$ cat src/rtl/rvdec_pkg.sv
// ----------------------------------------------------------------------------
// rvdec_pkg
// Opcodes, format and mnemonic codes, and funct3 lookup functions for the
// RV64I instruction decoder.
// ----------------------------------------------------------------------------
package rvdec_pkg;

  // Major opcodes
  localparam logic [6:0] OP_R     = 7'b0110011;
  localparam logic [6:0] OP_IARI  = 7'b0010011;
  localparam logic [6:0] OP_LOAD  = 7'b0000011;
  localparam logic [6:0] OP_JALR  = 7'b1100111;
  localparam logic [6:0] OP_STORE = 7'b0100011;
  localparam logic [6:0] OP_BR    = 7'b1100011;
  localparam logic [6:0] OP_JAL   = 7'b1101111;
  localparam logic [6:0] OP_LUI   = 7'b0110111;

  // funct7 values
  localparam logic [6:0] F7_BASE = 7'b0000000;
  localparam logic [6:0] F7_ALT  = 7'b0100000;

  // funct3 values that select special cases
  localparam logic [2:0] F3_ADD = 3'b000;
  localparam logic [2:0] F3_SR  = 3'b101;

  // Instruction formats
  localparam logic [2:0] FMT_R = 3'd0;
  localparam logic [2:0] FMT_I = 3'd1;
  localparam logic [2:0] FMT_S = 3'd2;
  localparam logic [2:0] FMT_B = 3'd3;
  localparam logic [2:0] FMT_J = 3'd4;
  localparam logic [2:0] FMT_U = 3'd5;

  // Mnemonic codes
  localparam logic [5:0] MN_ADD  = 6'd0;
  localparam logic [5:0] MN_SUB  = 6'd1;
  localparam logic [5:0] MN_SLL  = 6'd2;
  localparam logic [5:0] MN_XOR  = 6'd3;
  localparam logic [5:0] MN_SRL  = 6'd4;
  localparam logic [5:0] MN_SRA  = 6'd5;
  localparam logic [5:0] MN_OR   = 6'd6;
  localparam logic [5:0] MN_AND  = 6'd7;
  localparam logic [5:0] MN_ADDI = 6'd8;
  localparam logic [5:0] MN_XORI = 6'd9;
  localparam logic [5:0] MN_ORI  = 6'd10;
  localparam logic [5:0] MN_ANDI = 6'd11;
  localparam logic [5:0] MN_SLLI = 6'd12;
  localparam logic [5:0] MN_SRLI = 6'd13;
  localparam logic [5:0] MN_SRAI = 6'd14;
  localparam logic [5:0] MN_LB   = 6'd15;
  localparam logic [5:0] MN_LH   = 6'd16;
  localparam logic [5:0] MN_LW   = 6'd17;
  localparam logic [5:0] MN_LD   = 6'd18;
  localparam logic [5:0] MN_LBU  = 6'd19;
  localparam logic [5:0] MN_LHU  = 6'd20;
  localparam logic [5:0] MN_LWU  = 6'd21;
  localparam logic [5:0] MN_JALR = 6'd22;
  localparam logic [5:0] MN_SB   = 6'd23;
  localparam logic [5:0] MN_SH   = 6'd24;
  localparam logic [5:0] MN_SW   = 6'd25;
  localparam logic [5:0] MN_SD   = 6'd26;
  localparam logic [5:0] MN_BEQ  = 6'd27;
  localparam logic [5:0] MN_BNE  = 6'd28;
  localparam logic [5:0] MN_BLT  = 6'd29;
  localparam logic [5:0] MN_BGE  = 6'd30;
  localparam logic [5:0] MN_BLTU = 6'd31;
  localparam logic [5:0] MN_BGEU = 6'd32;
  localparam logic [5:0] MN_JAL  = 6'd33;
  localparam logic [5:0] MN_LUI  = 6'd34;
  localparam logic [5:0] MN_MAX  = MN_LUI;

  // Result of a funct3 lookup
  typedef struct packed {
    logic       hit;
    logic [5:0] code;
  } mn_lookup_t;

  // Register-register ops with funct7 zero
  function automatic mn_lookup_t r_base_lookup(input logic [2:0] f3);
    mn_lookup_t r;
    r = '{hit: 1'b1, code: MN_ADD};
    case (f3)
      3'd0: r.code = MN_ADD;
      3'd1: r.code = MN_SLL;
      3'd4: r.code = MN_XOR;
      3'd5: r.code = MN_SRL;
      3'd6: r.code = MN_OR;
      3'd7: r.code = MN_AND;
      default: r = '{hit: 1'b0, code: MN_ADD};
    endcase
    return r;
  endfunction

  // Register-immediate ops; srai is resolved by the caller
  function automatic mn_lookup_t i_arith_lookup(input logic [2:0] f3);
    mn_lookup_t r;
    r = '{hit: 1'b1, code: MN_ADDI};
    case (f3)
      3'd0: r.code = MN_ADDI;
      3'd1: r.code = MN_SLLI;
      3'd4: r.code = MN_XORI;
      3'd5: r.code = MN_SRLI;
      3'd6: r.code = MN_ORI;
      3'd7: r.code = MN_ANDI;
      default: r = '{hit: 1'b0, code: MN_ADDI};
    endcase
    return r;
  endfunction

  // Loads
  function automatic mn_lookup_t i_load_lookup(input logic [2:0] f3);
    mn_lookup_t r;
    r = '{hit: 1'b1, code: MN_LB};
    case (f3)
      3'd0: r.code = MN_LB;
      3'd1: r.code = MN_LH;
      3'd2: r.code = MN_LW;
      3'd3: r.code = MN_LD;
      3'd4: r.code = MN_LBU;
      3'd6: r.code = MN_LHU;
      3'd7: r.code = MN_LWU;
      default: r = '{hit: 1'b0, code: MN_LB};
    endcase
    return r;
  endfunction

  // Stores
  function automatic mn_lookup_t s_store_lookup(input logic [2:0] f3);
    mn_lookup_t r;
    r = '{hit: 1'b1, code: MN_SB};
    case (f3)
      3'd0: r.code = MN_SB;
      3'd1: r.code = MN_SH;
      3'd2: r.code = MN_SW;
      3'd3: r.code = MN_SD;
      default: r = '{hit: 1'b0, code: MN_SB};
    endcase
    return r;
  endfunction

  // Conditional branches
  function automatic mn_lookup_t b_br_lookup(input logic [2:0] f3);
    mn_lookup_t r;
    r = '{hit: 1'b1, code: MN_BEQ};
    case (f3)
      3'd0: r.code = MN_BEQ;
      3'd1: r.code = MN_BNE;
      3'd4: r.code = MN_BLT;
      3'd5: r.code = MN_BGE;
      3'd6: r.code = MN_BLTU;
      3'd7: r.code = MN_BGEU;
      default: r = '{hit: 1'b0, code: MN_BEQ};
    endcase
    return r;
  endfunction

endpackage

$ cat src/rtl/riscv_instruction_decoder_top.sv
// ----------------------------------------------------------------------------
// riscv_instruction_decoder_top
// Decodes one RV64I instruction word per request into format, mnemonic,
// register numbers, sign-extended immediate and branch/jump target.
//
//   channel   handshake          payload
//   --------  -----------------  --------------------------------------------
//   request   start / busy       instr_word, pc_value
//   result    done (1 cycle)     known, format, mnemonic, dest_reg, src1_reg,
//                                src2_reg, immediate, target_addr
//
// A request is taken whenever start is high; busy is always low.
// A request passes through the input register, then through the decode
// logic and the 32-bit target adder into the result register.
// Throughput is one request per cycle, set by that single decode stage.
// Reset clears the pipeline valid flags; requests in flight are dropped.
// Results are shown for one cycle with done; the receiver cannot stall.
// ----------------------------------------------------------------------------
module riscv_instruction_decoder_top
  import rvdec_pkg::*;
(
  input  logic               clk,
  input  logic               rst,
  input  logic               start,
  output logic               busy,
  input  logic [31:0]        instr_word,
  input  logic [31:0]        pc_value,
  output logic               done,
  output logic               known,
  output logic [2:0]         format,
  output logic [5:0]         mnemonic,
  output logic [4:0]         dest_reg,
  output logic [4:0]         src1_reg,
  output logic [4:0]         src2_reg,
  output logic signed [31:0] immediate,
  output logic [31:0]        target_addr
);

  // Input register
  logic        in_valid;
  logic [31:0] in_word;
  logic [31:0] in_pc;

  // Never stall requests
  assign busy = 1'b0;

  always_ff @(posedge clk) begin
    if (rst) begin
      in_valid <= 1'b0;
    end else begin
      in_valid <= start && !busy;
    end
  end

  // Capture the request payload
  always_ff @(posedge clk) begin
    if (start && !busy) begin
      in_word <= instr_word;
      in_pc   <= pc_value;
    end
  end

  // Instruction fields
  logic [6:0]  op;
  logic [4:0]  rd;
  logic [2:0]  f3;
  logic [4:0]  rs1;
  logic [4:0]  rs2;
  logic [6:0]  f7;
  logic [31:0] imm_i;
  logic [31:0] imm_s;
  logic [31:0] imm_b;
  logic [31:0] imm_j;
  logic [31:0] imm_u;

  assign op  = in_word[6:0];
  assign rd  = in_word[11:7];
  assign f3  = in_word[14:12];
  assign rs1 = in_word[19:15];
  assign rs2 = in_word[24:20];
  assign f7  = in_word[31:25];

  assign imm_i = {{20{in_word[31]}}, in_word[31:20]};
  assign imm_s = {{20{in_word[31]}}, in_word[31:25], in_word[11:7]};
  assign imm_b = {{20{in_word[31]}}, in_word[7], in_word[30:25], in_word[11:8], 1'b0};
  assign imm_j = {{12{in_word[31]}}, in_word[19:12], in_word[20], in_word[30:21], 1'b0};
  assign imm_u = {in_word[31:12], 12'b0};

  // Decode next result
  mn_lookup_t  lk;
  logic        known_next;
  logic [2:0]  format_next;
  logic [5:0]  mnemonic_next;
  logic [4:0]  dest_next;
  logic [4:0]  src1_next;
  logic [4:0]  src2_next;
  logic [31:0] imm_next;
  logic        use_target;
  logic [31:0] target_next;

  always_comb begin
    lk          = '{hit: 1'b0, code: MN_ADD};
    format_next = FMT_R;
    dest_next   = '0;
    src1_next   = '0;
    src2_next   = '0;
    imm_next    = '0;
    use_target  = 1'b0;
    case (op)
      OP_R: begin
        format_next = FMT_R;
        dest_next   = rd;
        src1_next   = rs1;
        src2_next   = rs2;
        if (f7 == F7_BASE) begin
          lk = r_base_lookup(f3);
        end else if (f7 == F7_ALT && f3 == F3_ADD) begin
          lk = '{hit: 1'b1, code: MN_SUB};
        end else if (f7 == F7_ALT && f3 == F3_SR) begin
          lk = '{hit: 1'b1, code: MN_SRA};
        end
      end
      OP_IARI: begin
        format_next = FMT_I;
        dest_next   = rd;
        src1_next   = rs1;
        imm_next    = imm_i;
        lk          = i_arith_lookup(f3);
        if (f3 == F3_SR && in_word[30]) begin
          lk = '{hit: 1'b1, code: MN_SRAI};
        end
      end
      OP_LOAD: begin
        format_next = FMT_I;
        dest_next   = rd;
        src1_next   = rs1;
        imm_next    = imm_i;
        lk          = i_load_lookup(f3);
      end
      OP_JALR: begin
        format_next = FMT_I;
        dest_next   = rd;
        src1_next   = rs1;
        imm_next    = imm_i;
        lk          = '{hit: (f3 == F3_ADD), code: MN_JALR};
      end
      OP_STORE: begin
        format_next = FMT_S;
        src1_next   = rs1;
        src2_next   = rs2;
        imm_next    = imm_s;
        lk          = s_store_lookup(f3);
      end
      OP_BR: begin
        format_next = FMT_B;
        src1_next   = rs1;
        src2_next   = rs2;
        imm_next    = imm_b;
        use_target  = 1'b1;
        lk          = b_br_lookup(f3);
      end
      OP_JAL: begin
        format_next = FMT_J;
        dest_next   = rd;
        imm_next    = imm_j;
        use_target  = 1'b1;
        lk          = '{hit: 1'b1, code: MN_JAL};
      end
      OP_LUI: begin
        format_next = FMT_U;
        dest_next   = rd;
        imm_next    = imm_u;
        lk          = '{hit: 1'b1, code: MN_LUI};
      end
      default: begin
        lk = '{hit: 1'b0, code: MN_ADD};
      end
    endcase

    // Target wraps modulo 2^32
    target_next = use_target ? (in_pc + imm_next) : '0;

    // Drop every field of an unrecognized encoding
    known_next    = lk.hit;
    mnemonic_next = lk.code;
    if (!lk.hit) begin
      format_next   = '0;
      mnemonic_next = '0;
      dest_next     = '0;
      src1_next     = '0;
      src2_next     = '0;
      imm_next      = '0;
      target_next   = '0;
    end
  end

  // Result strobe
  always_ff @(posedge clk) begin
    if (rst) begin
      done <= 1'b0;
    end else begin
      done <= in_valid;
    end
  end

  // Result register
  always_ff @(posedge clk) begin
    if (in_valid) begin
      known       <= known_next;
      format      <= format_next;
      mnemonic    <= mnemonic_next;
      dest_reg    <= dest_next;
      src1_reg    <= src1_next;
      src2_reg    <= src2_next;
      immediate   <= imm_next;
      target_addr <= target_next;
    end
  end

  // A request always yields a done strobe through the input and result registers
  assert property (@(posedge clk) disable iff (rst)
    (start && !busy) |=> ##1 done)
    else $error("request did not produce a result");

  // Unknown encodings carry all-zero fields
  assert property (@(posedge clk) disable iff (rst)
    (done && !known) |-> (format == '0 && mnemonic == '0 && dest_reg == '0 &&
                          src1_reg == '0 && src2_reg == '0 && immediate == '0 &&
                          target_addr == '0))
    else $error("unknown encoding with nonzero fields");

  // Known results stay within the code ranges
  assert property (@(posedge clk) disable iff (rst)
    (done && known) |-> (mnemonic <= MN_MAX && format <= FMT_U))
    else $error("mnemonic or format out of range");

  // Only branches and jal carry a target
  assert property (@(posedge clk) disable iff (rst)
    (done && target_addr != '0) |-> (format == FMT_B || format == FMT_J))
    else $error("target on a non-branch result");

  // Branch and jump immediates are even
  assert property (@(posedge clk) disable iff (rst)
    (done && (format == FMT_B || format == FMT_J)) |-> (immediate[0] == 1'b0))
    else $error("odd branch or jump offset");

endmodule

$ cat config.mk
export PLATFORM = sky130hd
export DESIGN_NAME = riscv_instruction_decoder_top
export DESIGN_NICKNAME = d
export VERILOG_FILES = /design/src/rtl/rvdec_pkg.sv /design/src/rtl/riscv_instruction_decoder_top.sv
export SDC_FILE = /design/constraint.sdc
export NUM_CORES = 1
export LEC_CHECK = 0
export BUFFER_PORTS_ARGS = -buffer_cell sky130_fd_sc_hd__buf_2
export CAP_MARGIN = 20
export CORE_MARGIN = 1.5
export CORE_UTILIZATION = 56
export CTS_CLUSTER_SIZE = 14
export DETAILED_ROUTE_END_ITERATION = 7
export HOLD_SLACK_MARGIN = 0.15
export PLACE_DENSITY = 0.93
export RECOVER_POWER = 25
export SYNTH_ARGS = -nofsm -noshare
export SYNTH_HDL_FRONTEND = slang
export SYNTH_SLANG_ARGS = --single-unit
$ cat constraint.sdc
create_clock -name clk -period 5.3 [get_ports clk]
set_input_delay 0.265 -clock clk [delete_from_list [all_inputs] [get_ports clk]]
set_output_delay 0.265 -clock clk [all_outputs]
set_load 0.02 [all_outputs]
# Yosys cells after proc, flatten, opt, wreduce, memory -nomap -nowiden
# Cells that the tools add are included.
# word_totals
input_bits	67
ramBits	0
latch_bits	0
ff_bits	155
memories	0
romBits	0
# op_classes
n_mul	0
n_reduce_logical	17
order_cmp	0
bitwise_logic	0
div_mod_pow	0
addsub	1
eq_ne	16
muxes	16
shift	0
# op_table
operator	count
$pmux W32 S5	1
$pmux W7 S8	1
$pmux W3 S5	3
$add A32 B32 Y32	1
$pmux W5 S6	1
$pmux W6 S5	1
$eq A7 B6 Y1 const B	4
$mux W7	4
$eq A7 B7 Y1 const B	3
$reduce_or A6 Y1	3
$eq A3 B3 Y1 const B	4
$pmux W4 S3	1
$reduce_and A2 Y1	4
$eq A7 B2 Y1 const B	1
$eq A7 B5 Y1 const B	1
$logic_not A7 Y1	1
$reduce_or A7 Y1	1
$eq A3 B2 Y1 const B	2
$reduce_or A3 Y1	2
$mux W1	4
$reduce_or A4 Y1	1
$eq A3 B1 Y1 const B	1
$logic_and A1 B1 Y1	3
$logic_not A3 Y1	1
$reduce_or A2 Y1	1

# Longest topological paths before layout
# Gate-level depths: netlist (run 1).
# logic_depth
word_depth	7
ltp_mapped	17
mapped_depth_nobuf	14

# Worst setup path before layout (run 1)
# OpenSTA, ideal clock, no wires.
# synth_path
kind	flip-flop to flip-flop
from	register in_word[5]
to	register target_addr[29] (data pin)
arrival_ns	3.431
path_stages_with_launch	15
t_required_ns	5.041
slack_ns	1.610
path_cell_list	edfxtp_1 buf_2 and4b_1 and2_1 clkbuf_1 nor2_1 nor2b_1 ha_1 and3_4 a221o_1 a221o_1 a311oi_4 a2111o_1 nand3_1 nor3b_2
# synth_between
elab_chain_len	4
word_cells_on_any_way	15
# synth_rtl
item	line_no	rtl
from (decl)	riscv_instruction_decoder_top.sv:41	logic [31:0] in_word;
from (signal assigned)	riscv_instruction_decoder_top.sv:58	in_word <= instr_word;
$eq A7 B2 Y1 (tied with other cells)	riscv_instruction_decoder_top.sv:109	case (op)
$reduce_or A3 Y1 (no source line) or $reduce_or A2 Y1 (tied branches)	n/a	
$pmux W32 S5 or $mux W1 (tied branches)	riscv_instruction_decoder_top.sv:109	
$add A32 B32 Y32 or $reduce_and A2 Y1 (tied branches)	n/a	
to (signal assigned)	riscv_instruction_decoder_top.sv:216	target_addr <= target_next;
to (decl)	riscv_instruction_decoder_top.sv:36	output logic [31:0] target_addr
# Several ways; a longest one is shown, not always the timed one.
# A chain may end at the register's enable or synchronous reset.

# Final worst setup path (run 1)
# layout_path
from	register in_word[4]
to	register target_addr[24] (data pin)
# Same word-level chain as after synthesis.

==> impl_metrics.py, run 1 <==
metrics = {
    "placed_design": {
        "gp_routability_congestion": 0.931,
        "io_buffers": 156,
        "dpl_worst_slack_ps": 949,
        "dp_hpwl_um": 14800,
    },
    "finish": {
        "diodes": 0,
        "final_common_cell": "edfxtp_1",
        "layout.nets": 976,
        "layout_common_cells": "153 x edfxtp_1, 139 x buf_2, 65 x dlygate4sd3_1, 55 x nor2_1, 45 x and2_1",
        "final_util": 0.726,
        "syn_to_final_growth_pct": 27.1,
        "drive_gt1_frac": 0.219,
    },
    "floorplanning": {
        "die_w_um": 122,
        "die_h_um": 122,
        "core_area_um2": 13800,
        "start_util": 0.571,
        "io_pins": 158,
        "dieArea_um2": 14800,
        "fp-row-count": 43,
    },
    "synth": {
        "synthAdderAreaFrac": 0.0519,
        "yosys.area_share.simple": 0.157,
        "synth_fp_nets": 759,
        "yosysTopAreaCellShare": 0.584,
        "synth_xor_area_frac": 0.0256,
        "synth_compound_area_frac": 0.150,
        "syn_inst": 660,
        "synth_flop_cell": "edfxtp_1",
        "synth_warnings": 0,
        "synthesis.area_um2": 7860,
        "synth_top_family_by_area": "simple AND/OR/NAND/NOR gates",
        "synth.area.top_cells": "edfxtp_1 58%, ha_1 4.9%, and2_1 3.6%",
        "async_reset_ff_frac": 0,
        "yosysTopAreaCell": "edfxtp_1",
        "synth_edf_count": 153,
        "synthDistinctLibCells": 71,
        "synth-seq-cells": 155,
        "muxShareOfSynthArea": 0.00398,
        "syn-mean-instance-area_um2": 11.9,
        "ys_seq_area_frac": 0.589,
    },
    "power": {
        "peakVddDrop_mv": 0.212,
        "power_density_nw_per_um2": 307,
        "p_leak_nw": 3.92,
    },
    "sta": {
        "min_period_over_period": 0.859,
        "setup_viol_count_final": 0,
        "drv_slew": 66,
        "slew_headroom": -1.52,
        "fin_ws_ps": 747,
        "max_freq_mhz": 220,
        "setup_tns_ps": 0,
        "worstMarginPinSlew_ps": 3780,
        "skew_ps": 15.9,
        "fin_crit_ps": 4550,
        "rsz0062_at_grt": "false",
        "finalHoldViolCount": 0,
    },
    "worst_setup_path": {
        "worst_ep_arrival_time_ps": 4740,
        "critPathMaxFanout": 14,
        "end_kind": "register",
        "start_kind": "register",
        "crit_type": "register to register",
        "cp.required_ps": 5480,
    },
    "route": {
        "dr.pass1.iters": 6,
        "num_vias": 6518,
        "wire_per_inst_um": 21.2,
        "drt-initial-drc-count": 849,
        "drt.antenna.violating_nets": 0,
        "wl_um": 22700,
        "drc": 0,
        "viasPerCell": 6.09,
    },
    "clocking": {
        "root_buffer": "clkbuf_16",
        "cts_tree": "yes",
        "cts_buffer_depth": 2,
        "clk_latency_ps": 450,
        "cts-buffers-inserted": 17,
        "post_cts_buffers": 0,
        "cts_resized": 0,
        "clk_pin_slew_worst_paths_ps": 70,
        "cts_max_level": 4,
        "cts.sinks": 155,
        "hold_buffers": 65,
    },
    "status": {
        "violations": "capacitance limit, slew limit",
        "status": "finished, violations left",
    },
    "grt": {
        "grt_max_degree": 66,
        "grtUsageTotal": 0.318,
        "grt_pass1_vias": 6288,
        "grt_first_pass_wirelength_um": 34400,
        "antenna_found_initial": 0,
        "grt.overflow.total": 0,
    },
    "worst_hold_path": {
        "hold_path.class": "input pin to register",
    },
    "run": {
        "drv_cap": 1,
    },
}
## synth_stat cells (7+ instances only)
cell type,instances
nand4_1,7
edfxtp_1,153
a21o_1,31
nand2_1,34
xnor2_1,11
a21oi_1,41
nor2b_1,17
and3_1,9
clkbuf_1,25
inv_1,13
nand3_1,11
a31oi_1,7
o21ai_0,29
nor2_1,55
xor2_1,12
ha_1,31
nor3_1,13
and2_1,45
## path summary, 6_finish.rpt
check                        start                            end  slack, ps  depth (start not counted)
max           in_word[4]$_DFFE_PP_  target_addr[24]$_SDFFCE_PN0P_        750                         14
min                   pc_value[15]            in_pc[15]$_DFFE_PP_        530                          2
max reg2reg   in_word[4]$_DFFE_PP_  target_addr[24]$_SDFFCE_PN0P_        750                         14
min reg2reg  in_word[16]$_DFFE_PP_      src1_reg[1]$_SDFFCE_PN0P_        610                          1
## report_power, final
group / internal, mW / switching (mW) / total (mW)
Sequential: 1.43 / 0.0654 / 1.50
Clock: 0.654 / 0.548 / 1.20
Combinational: 0.150 / 0.219 / 0.369
## metal layers
metal  routed length [µm]  global-route usage
met5                    0                   0
met4                  913               0.143
met3                 2170              0.0634
met2                11000               0.520
met1                 8570               0.412
## logic make-up (layout without fill, tap and decap cells)
group,Yosys count,in the layout
buffers and inverters,44,274
flip-flops,155,155
AND/OR/NAND/NOR,229,229
adder cells (fa/ha/maj),32,32
other,1,1
XOR/XNOR,23,23
multiplexers,3,3
AO/OA/AOI/OAI,173,173
## final cells by class
cell class | count | area, µm²
Timing Repair Buffer | 228 | 1460
Clock buffer | 17 | 425
Inverter | 14 | 52.6
Sequential cell | 155 | 4640
Multi-Input combinational cell | 461 | 3060
Fill cell | 967 | 3780
Clock inverter | 15 | 139
Tap cell | 180 | 225
## per-stage QoR
stage | instance area (µm²) | cells | hold WS, ps | total power, mW
after global placement | 8800 | 973 | 429 | 1.83
after global routing | 10000 | 1070 | 537 | 3.14
final | 10000 | 1070 | 530 | 3.07
after CTS | 10000 | 1070 | 521 | 3.02
after floorplan | 7860 | 660 | 337 | 1.70
after detailed placement | 8800 | 973 | 435 | 1.83
## critical path, cell delays in order, from the launching register on
cell and delay (ps):
edfxtp_1 570, and4b_1 380, nand3_1 150, o21ai_0 590, o21a_1 460, a21o_1 150
ha_1 330, and4_1 250, and2_1 160, a21oi_1 230, a2111oi_0 160, buf_4 180
nor3b_1 380, o21ai_0 170, mux2i_1 140
(Power assumes the default switching activity.)
==> run 2, diff against run 1 <==
- BUFFER_PORTS_ARGS: -buffer_cell sky130_fd_sc_hd__buf_2 -> unset
- CORE_UTILIZATION: 56 -> 60
- DONT_BUFFER_PORTS: unset -> 1
- PLACE_DENSITY: 0.93 -> 0.88
==> run 2 against run 1 <==
Against the previous run:
- the run still ends with capacitance limit, slew limit left
- sequential share of layout area rose by 3.3 points
- critical path depth unchanged
- combinational power decreased by 28%
- largest power group unchanged
==> impl_metrics.py, run 2 (synthesis results as in run 1) <==
metrics = {
    "status": {
        "status": "finished, violations left",
        "violations": "capacitance limit, slew limit",
    },
    "sta": {
        "finalHoldViolCount": 0,
        "setup_tns_ps": 0,
        "max_freq_mhz": 216,
        "min_period_over_period": 0.874,
        "setup_viol_count_final": 0,
        "worstMarginPinSlew_ps": 3830,
        "slew_headroom": -1.56,
        "skew_ps": 9.02,
        "fin_crit_ps": 4630,
        "rsz0062_at_grt": "false",
        "holdWs_ps": 454,
        "drv_slew": 65,
    },
    "route": {
        "wl_um": 22200,
        "dr.pass1.iters": 5,
        "num_vias": 5925,
        "drt-initial-drc-count": 761,
        "drt.antenna.violating_nets": 0,
        "viasPerCell": 6.52,
        "wire_per_inst_um": 24.4,
        "drc": 0,
    },
    "clocking": {
        "cts_max_level": 4,
        "root_buffer": "clkbuf_16",
        "cts-buffers-inserted": 17,
        "cts_buffer_depth": 2,
        "cts_tree": "yes",
        "clk_latency_ps": 440,
        "clk_pin_slew_worst_paths_ps": 70,
        "cts.sinks": 155,
    },
    "worst_setup_path": {
        "crit_type": "register to register",
        "rr_worst_depth": 14,
        "cp.required_ps": 5480,
        "crit_end": "target_addr[24]$_SDFFCE_PN0P_",
        "crit_start": "in_word[4]$_DFFE_PP_",
        "critPathMaxFanout": 14,
        "end_kind": "register",
        "start_kind": "register",
        "reg2reg_from": "in_word[4]$_DFFE_PP_",
        "r2r_setup_slack_ps": 670,
        "reg2reg_to": "target_addr[24]$_SDFFCE_PN0P_",
        "worst_ep_arrival_time_ps": 4810,
    },
    "grt": {
        "busiest_layer": "met2",
        "grt_use_met3": 0.0906,
        "grt_pass1_vias": 5865,
        "antenna_found_initial": 1,
        "grt_first_pass_wirelength_um": 33800,
        "grt_max_degree": 91,
        "use_met1": 0.425,
        "grt.overflow.total": 0,
        "grt_use_met2": 0.521,
        "grtUsageTotal": 0.328,
    },
    "finish": {
        "syn_to_final_growth_pct": 18.7,
        "layout.nets": 821,
        "final_util": 0.734,
        "fill_cells": 893,
        "stdcell_count": 909,
        "drive_gt1_frac": 0.0735,
        "layout_common_cells": "153 x edfxtp_1, 66 x dlygate4sd3_1, 55 x nor2_1, 45 x and2_1, 41 x a21oi_1",
        "final_common_cell": "edfxtp_1",
    },
    "power": {
        "p_leak_nw": 3.47,
        "p_int_mw": 2.34,
        "power_density_nw_per_um2": 337,
        "clkPwrFrac": 0.423,
        "switchingPower_uw": 805,
        "p_seq_frac": 0.493,
        "pwr-share-comb": 0.084,
        "power.share.switching": 0.256,
        "peakVddDrop_mv": 0.304,
    },
    "placed_design": {
        "gp_routability_congestion": 0.936,
        "io_buffers": 0,
        "dpl.cell_count": 806,
        "dp_hpwl_um": 14500,
    },
    "floorplanning": {
        "die_h_um": 117,
        "dieArea_um2": 13800,
        "start_util": 0.618,
        "io_pins": 158,
        "core_area_um2": 12700,
        "fp-row-count": 41,
        "die_w_um": 117,
    },
    "worst_hold_path": {
        "holdPathStages": 1,
        "hold_path.class": "input pin to register",
    },
    "run": {
        "drv_cap": 1,
    },
}
-- run 2: changes by cell type in the layout (fill, tap and decap cells not counted) --
cell           before  now
dlygate4sd3_1      65   66
bufinv_16           1    4
diode_2             0    2
clkinv_4            1    3
buf_4               6    5
clkbuf_1           16    1
buf_16              0    1
buf_2             139    0
clkinv_2            3    1
inv_6               5    4
clkbuf_2            2    0
clkinvlp_4          4    2
-- run 2: worst min path at each step --
stage / startpoint / endpoint
CTS: start / in_pc[18]$_DFFE_PP_
global route: instr_word[31] / in_word[31]$_DFFE_PP_
finish: pc_value[20] / in_pc[20]$_DFFE_PP_
detailed placement: rst / in_valid$_SDFF_PP0_
floorplan: rst / done$_SDFF_PP0_
global placement: rst / in_valid$_SDFF_PP0_
-- run 2: metal layers --
layer  share of wire  wire (µm)  up-vias
met2            0.48      10600      362
met5               0          0        -
met1            0.40       8860     2877
li1                -          -     2619
met3           0.089       1970       67
met4           0.036        807        0
-- run 2: what timing repair did --
action | in CTS | in global routing
hold endpoints to repair | 130 | 0
resized for setup | 0 | 0
buffers inserted | 0 | 0
hold buffers | 67 | 0
setup endpoints to repair | 0 | 0
-- run 2: power by group through the flow --
| stage | registers, mW | logic (mW) | clock network (mW) |
|---|---|---|---|
| 2_1_floorplan | 1.54 | 0.165 | 0 |
| 3_3_place_gp | 1.58 | 0.191 | 0 |
| 3_5_place_dp | 1.58 | 0.194 | 0 |
| 4_1_cts | 1.55 | 0.249 | 1.33 |
| 5_1_grt | 1.56 | 0.286 | 1.39 |
| 6_report | 1.55 | 0.265 | 1.33 |
-- run 2: layout make-up --
type	instances	area [µm²]	share of cell area
flip-flops and latches	155	4640	0.497
multi-input cells	461	3060	0.327
repair buffers	73	729	0.0782
clock buffers	17	425	0.0456
well taps	172	215	0.0231
clock inverters	15	213	0.0228
inverters	14	52.6	0.00563
diodes	2	5.00	0.000536
-- run 2: stage by stage --
| stage | power, mW | cell area [µm²] | setup WS (ps) |
|---|---|---|---|
| after CTS | 3.13 | 9320 | 857 |
| after floorplan | 1.70 | 7860 | 1610 |
| final | 3.15 | 9330 | 669 |
| after global placement | 1.77 | 7990 | 1050 |
| after detailed placement | 1.77 | 7990 | 893 |
| after global routing | 3.23 | 9330 | 477 |
-- run 2: critical path: stages (launching register included) --
cell       delay [ps]
edfxtp_1          570
and4b_1           370
nand3_1           140
o21ai_0           570
o21a_1            470
a21o_1            160
ha_1              340
and4_1            260
and2_1            170
a21oi_1           260
a2111oi_0         190
buf_4             180
nor3b_1           390
o21ai_0           170
mux2i_1           140
==> run 3, diff against run 2 <==
- ABC_AREA: unset -> 1
- CTS_BUF_LIST: unset -> sky130_fd_sc_hd__clkbuf_8
- CTS_CLUSTER_DIAMETER: unset -> 80
==> run 3 against run 2 <==
Against the previous run:
- cell count increased by 37%
- sequential cell count did not move
- largest power group unchanged
- clock skew rose by 12 ps
- the run still ends with capacitance limit, slew limit left
==> impl_metrics.py, run 3 <==
metrics = {
    "route": {
        "viasPerCell": 5.58,
        "drt.antenna.violating_nets": 0,
        "num_vias": 6971,
        "dr.pass1.iters": 7,
        "drc": 0,
        "wire_per_inst_um": 17.9,
        "drt-initial-drc-count": 931,
        "wl_um": 22300,
    },
    "finish": {
        "layout_common_cells": "278 x nand2_1, 192 x inv_1, 153 x edfxtp_1, 112 x nor2_1, 66 x dlygate4sd3_1",
        "diodes": 0,
        "layout.nets": 1155,
        "final_common_cell": "nand2_1",
        "stdcell_count": 1249,
        "stdcell_area_um2": 9760,
        "syn_to_final_growth_pct": 14.8,
        "fill_cells": 1008,
        "drive_gt1_frac": 0.0561,
    },
    "worst_setup_path": {
        "cp_num_buf_inv": 2,
        "worst_ep_arrival_time_ps": 4180,
        "cp.required_ps": 5570,
        "cp_common_cell": "nand2_1",
        "cp_cell_sequence": "nand2_1, nor2_1, nand2_1, clkinv_1, nor2_2, o21ai_0, ha_1, nand2_1, nor2_1, nand2_1, inv_1, nand4_1, nand3_1, nand2_1, a21oi_1",
        "cpPeakStageDelay_ps": 500,
        "end_kind": "register",
        "crit_family": "simple AND/OR/NAND/NOR gates",
        "start_kind": "register",
        "critPathMaxFanout": 14,
        "crit_type": "register to register",
        "slowest_stage": "nand2_1",
    },
    "worst_hold_path": {
        "hold_path.class": "input pin to register",
    },
    "grt": {
        "grtUsageTotal": 0.309,
        "antenna_found_initial": 0,
        "grt_pass1_vias": 6713,
        "grt.overflow.total": 0,
        "grt_first_pass_wirelength_um": 34400,
        "grt_max_degree": 65,
    },
    "synth": {
        "synthDistinctLibCells": 40,
        "synth-seq-cells": 155,
        "async_reset_ff_frac": 0,
        "synthesis.area_um2": 8500,
        "synth_most_common_cell": "nand2_1",
        "synth_flop_cell": "edfxtp_1",
        "synth_fp_nets": 1080,
        "yosysTopAreaCell": "edfxtp_1",
        "syn-mean-instance-area_um2": 8.66,
        "synth.area.top_cells": "edfxtp_1 54%, nand2_1 12%, inv_1 8.4%",
        "synth.top_cells.by_count": "278 x nand2_1, 191 x inv_1, 153 x edfxtp_1, 112 x nor2_1, 44 x nand3_1",
        "synth_warnings": 0,
        "ys_seq_area_frac": 0.545,
        "syn_inst": 981,
        "synth_edf_count": 153,
        "yosysTopAreaCellShare": 0.541,
    },
    "clocking": {
        "clk_pin_slew_worst_paths_ps": 90,
        "root_buffer": "clkbuf_8",
        "cts_resized": 0,
        "clk_latency_ps": 470,
        "cts_buffer_depth": 2,
        "cts-buffers-inserted": 17,
        "cts_max_level": 4,
        "cts_tree": "yes",
        "cts.sinks": 155,
    },
    "floorplanning": {
        "die_w_um": 122,
        "io_pins": 158,
        "core_area_um2": 13800,
        "die_h_um": 122,
        "dieArea_um2": 14900,
        "start_util": 0.615,
        "fp-row-count": 43,
    },
    "status": {
        "violations": "capacitance limit, slew limit",
        "status": "finished, violations left",
    },
    "placed_design": {
        "io_buffers": 0,
        "placed_area_um2": 8660,
        "dp_hpwl_um": 15700,
        "dpl.cell_count": 1150,
        "gp_routability_congestion": 0.952,
    },
    "sta": {
        "worstMarginPinSlew_ps": 3600,
        "max_freq_mhz": 256,
        "min_period_over_period": 0.736,
        "fin_crit_ps": 3900,
        "setup_viol_count_final": 0,
        "slew_headroom": -1.40,
        "rsz0062_at_grt": "false",
        "drv_slew": 65,
        "setup_tns_ps": 0,
        "skew_ps": 20.7,
        "finalHoldViolCount": 0,
    },
    "power": {
        "p_leak_nw": 4.59,
        "design_power_total_mw": 2.80,
        "power_density_nw_per_um2": 287,
        "peakVddDrop_mv": 0.252,
    },
    "run": {
        "drv_cap": 1,
    },
}
-- run 3: cell count changes after synthesis, sizes merged, moves of 6 or more --
cell	before	now
a21o	32	1
a31oi	7	0
and2	45	0
and3	11	0
clkbuf	25	3
inv	14	196
nand2	34	284
nand2b	6	0
nand3	11	45
nor2	55	115
nor2b	17	0
o21ai	29	37
xnor2	11	2
-- run 3: final cells by class --
cell class                      instances  area, µm²  share of cell area
Sequential cell                       155       4640               0.475
Multi-Input combinational cell        616       3040               0.312
Inverter                              197        739              0.0758
Timing Repair Buffer                   69        679              0.0696
Clock buffer                           17        234              0.0240
Tap cell                              180        225              0.0231
Clock inverter                         15        196              0.0201
-- run 3: repair_timing --
action,in CTS,in global routing
endpoints found under the hold margin,130,0
endpoints found under the setup margin,0,0
setup buffers,0,0
hold buffers,67,0
-- run 3: stage by stage --
stage / hold WS [ps] / utilization / setup WS, ps
CTS: 201 / 0.707 / 1460
finish: 430 / 0.706 / 1400
floorplan: 336 / - / 2400
global placement: 328 / 0.626 / 1620
detailed placement: 331 / 0.626 / 1490
global route: 409 / 0.706 / 1080
-- run 3: power by group --
group	switching [mW]	total [mW]	internal (mW)	leakage (nW)
Sequential	0.0917	1.52	1.43	1.37
Combinational	0.199	0.301	0.102	3.00
Clock	0.460	0.974	0.513	0.217
Total	0.750	2.80	2.05	4.59
-- run 3: worst paths after layout --
check / from / end / slack (ps) / depth (start not counted)
max: in_word[4]$_DFFE_PP_ / target_addr[17]$_SDFFCE_PN0P_ / 1400 / 15
min reg2reg: in_word[11]$_DFFE_PP_ / dest_reg[4]$_SDFFCE_PN0P_ / 560 / 2
min: pc_value[2] / in_pc[2]$_DFFE_PP_ / 430 / 1
max reg2reg: in_word[4]$_DFFE_PP_ / target_addr[17]$_SDFFCE_PN0P_ / 1400 / 15
-- run 3: logic make-up (layout without fill, tap and decap cells) --
kind of cell	count (synthesis)	after routing	share of synthesized area
AOI/OAI and AO/OA	99	99	0.0680
xor gates and xnor gates	14	14	0.0144
adders and majority gates	32	32	0.0480
buffers and inverters	210	298	0.0964
DFF	155	155	0.545
other	1	1	0.000441
and+or+nand+nor	470	470	0.227
-- run 3: metal layers --
layer	up-vias	GRT usage	part of all wire
li1	3296	-	-
met1	3226	0.393	0.40
met5	-	0	0
met4	0	0.130	0.032
met2	388	0.510	0.49
met3	61	0.0707	0.079
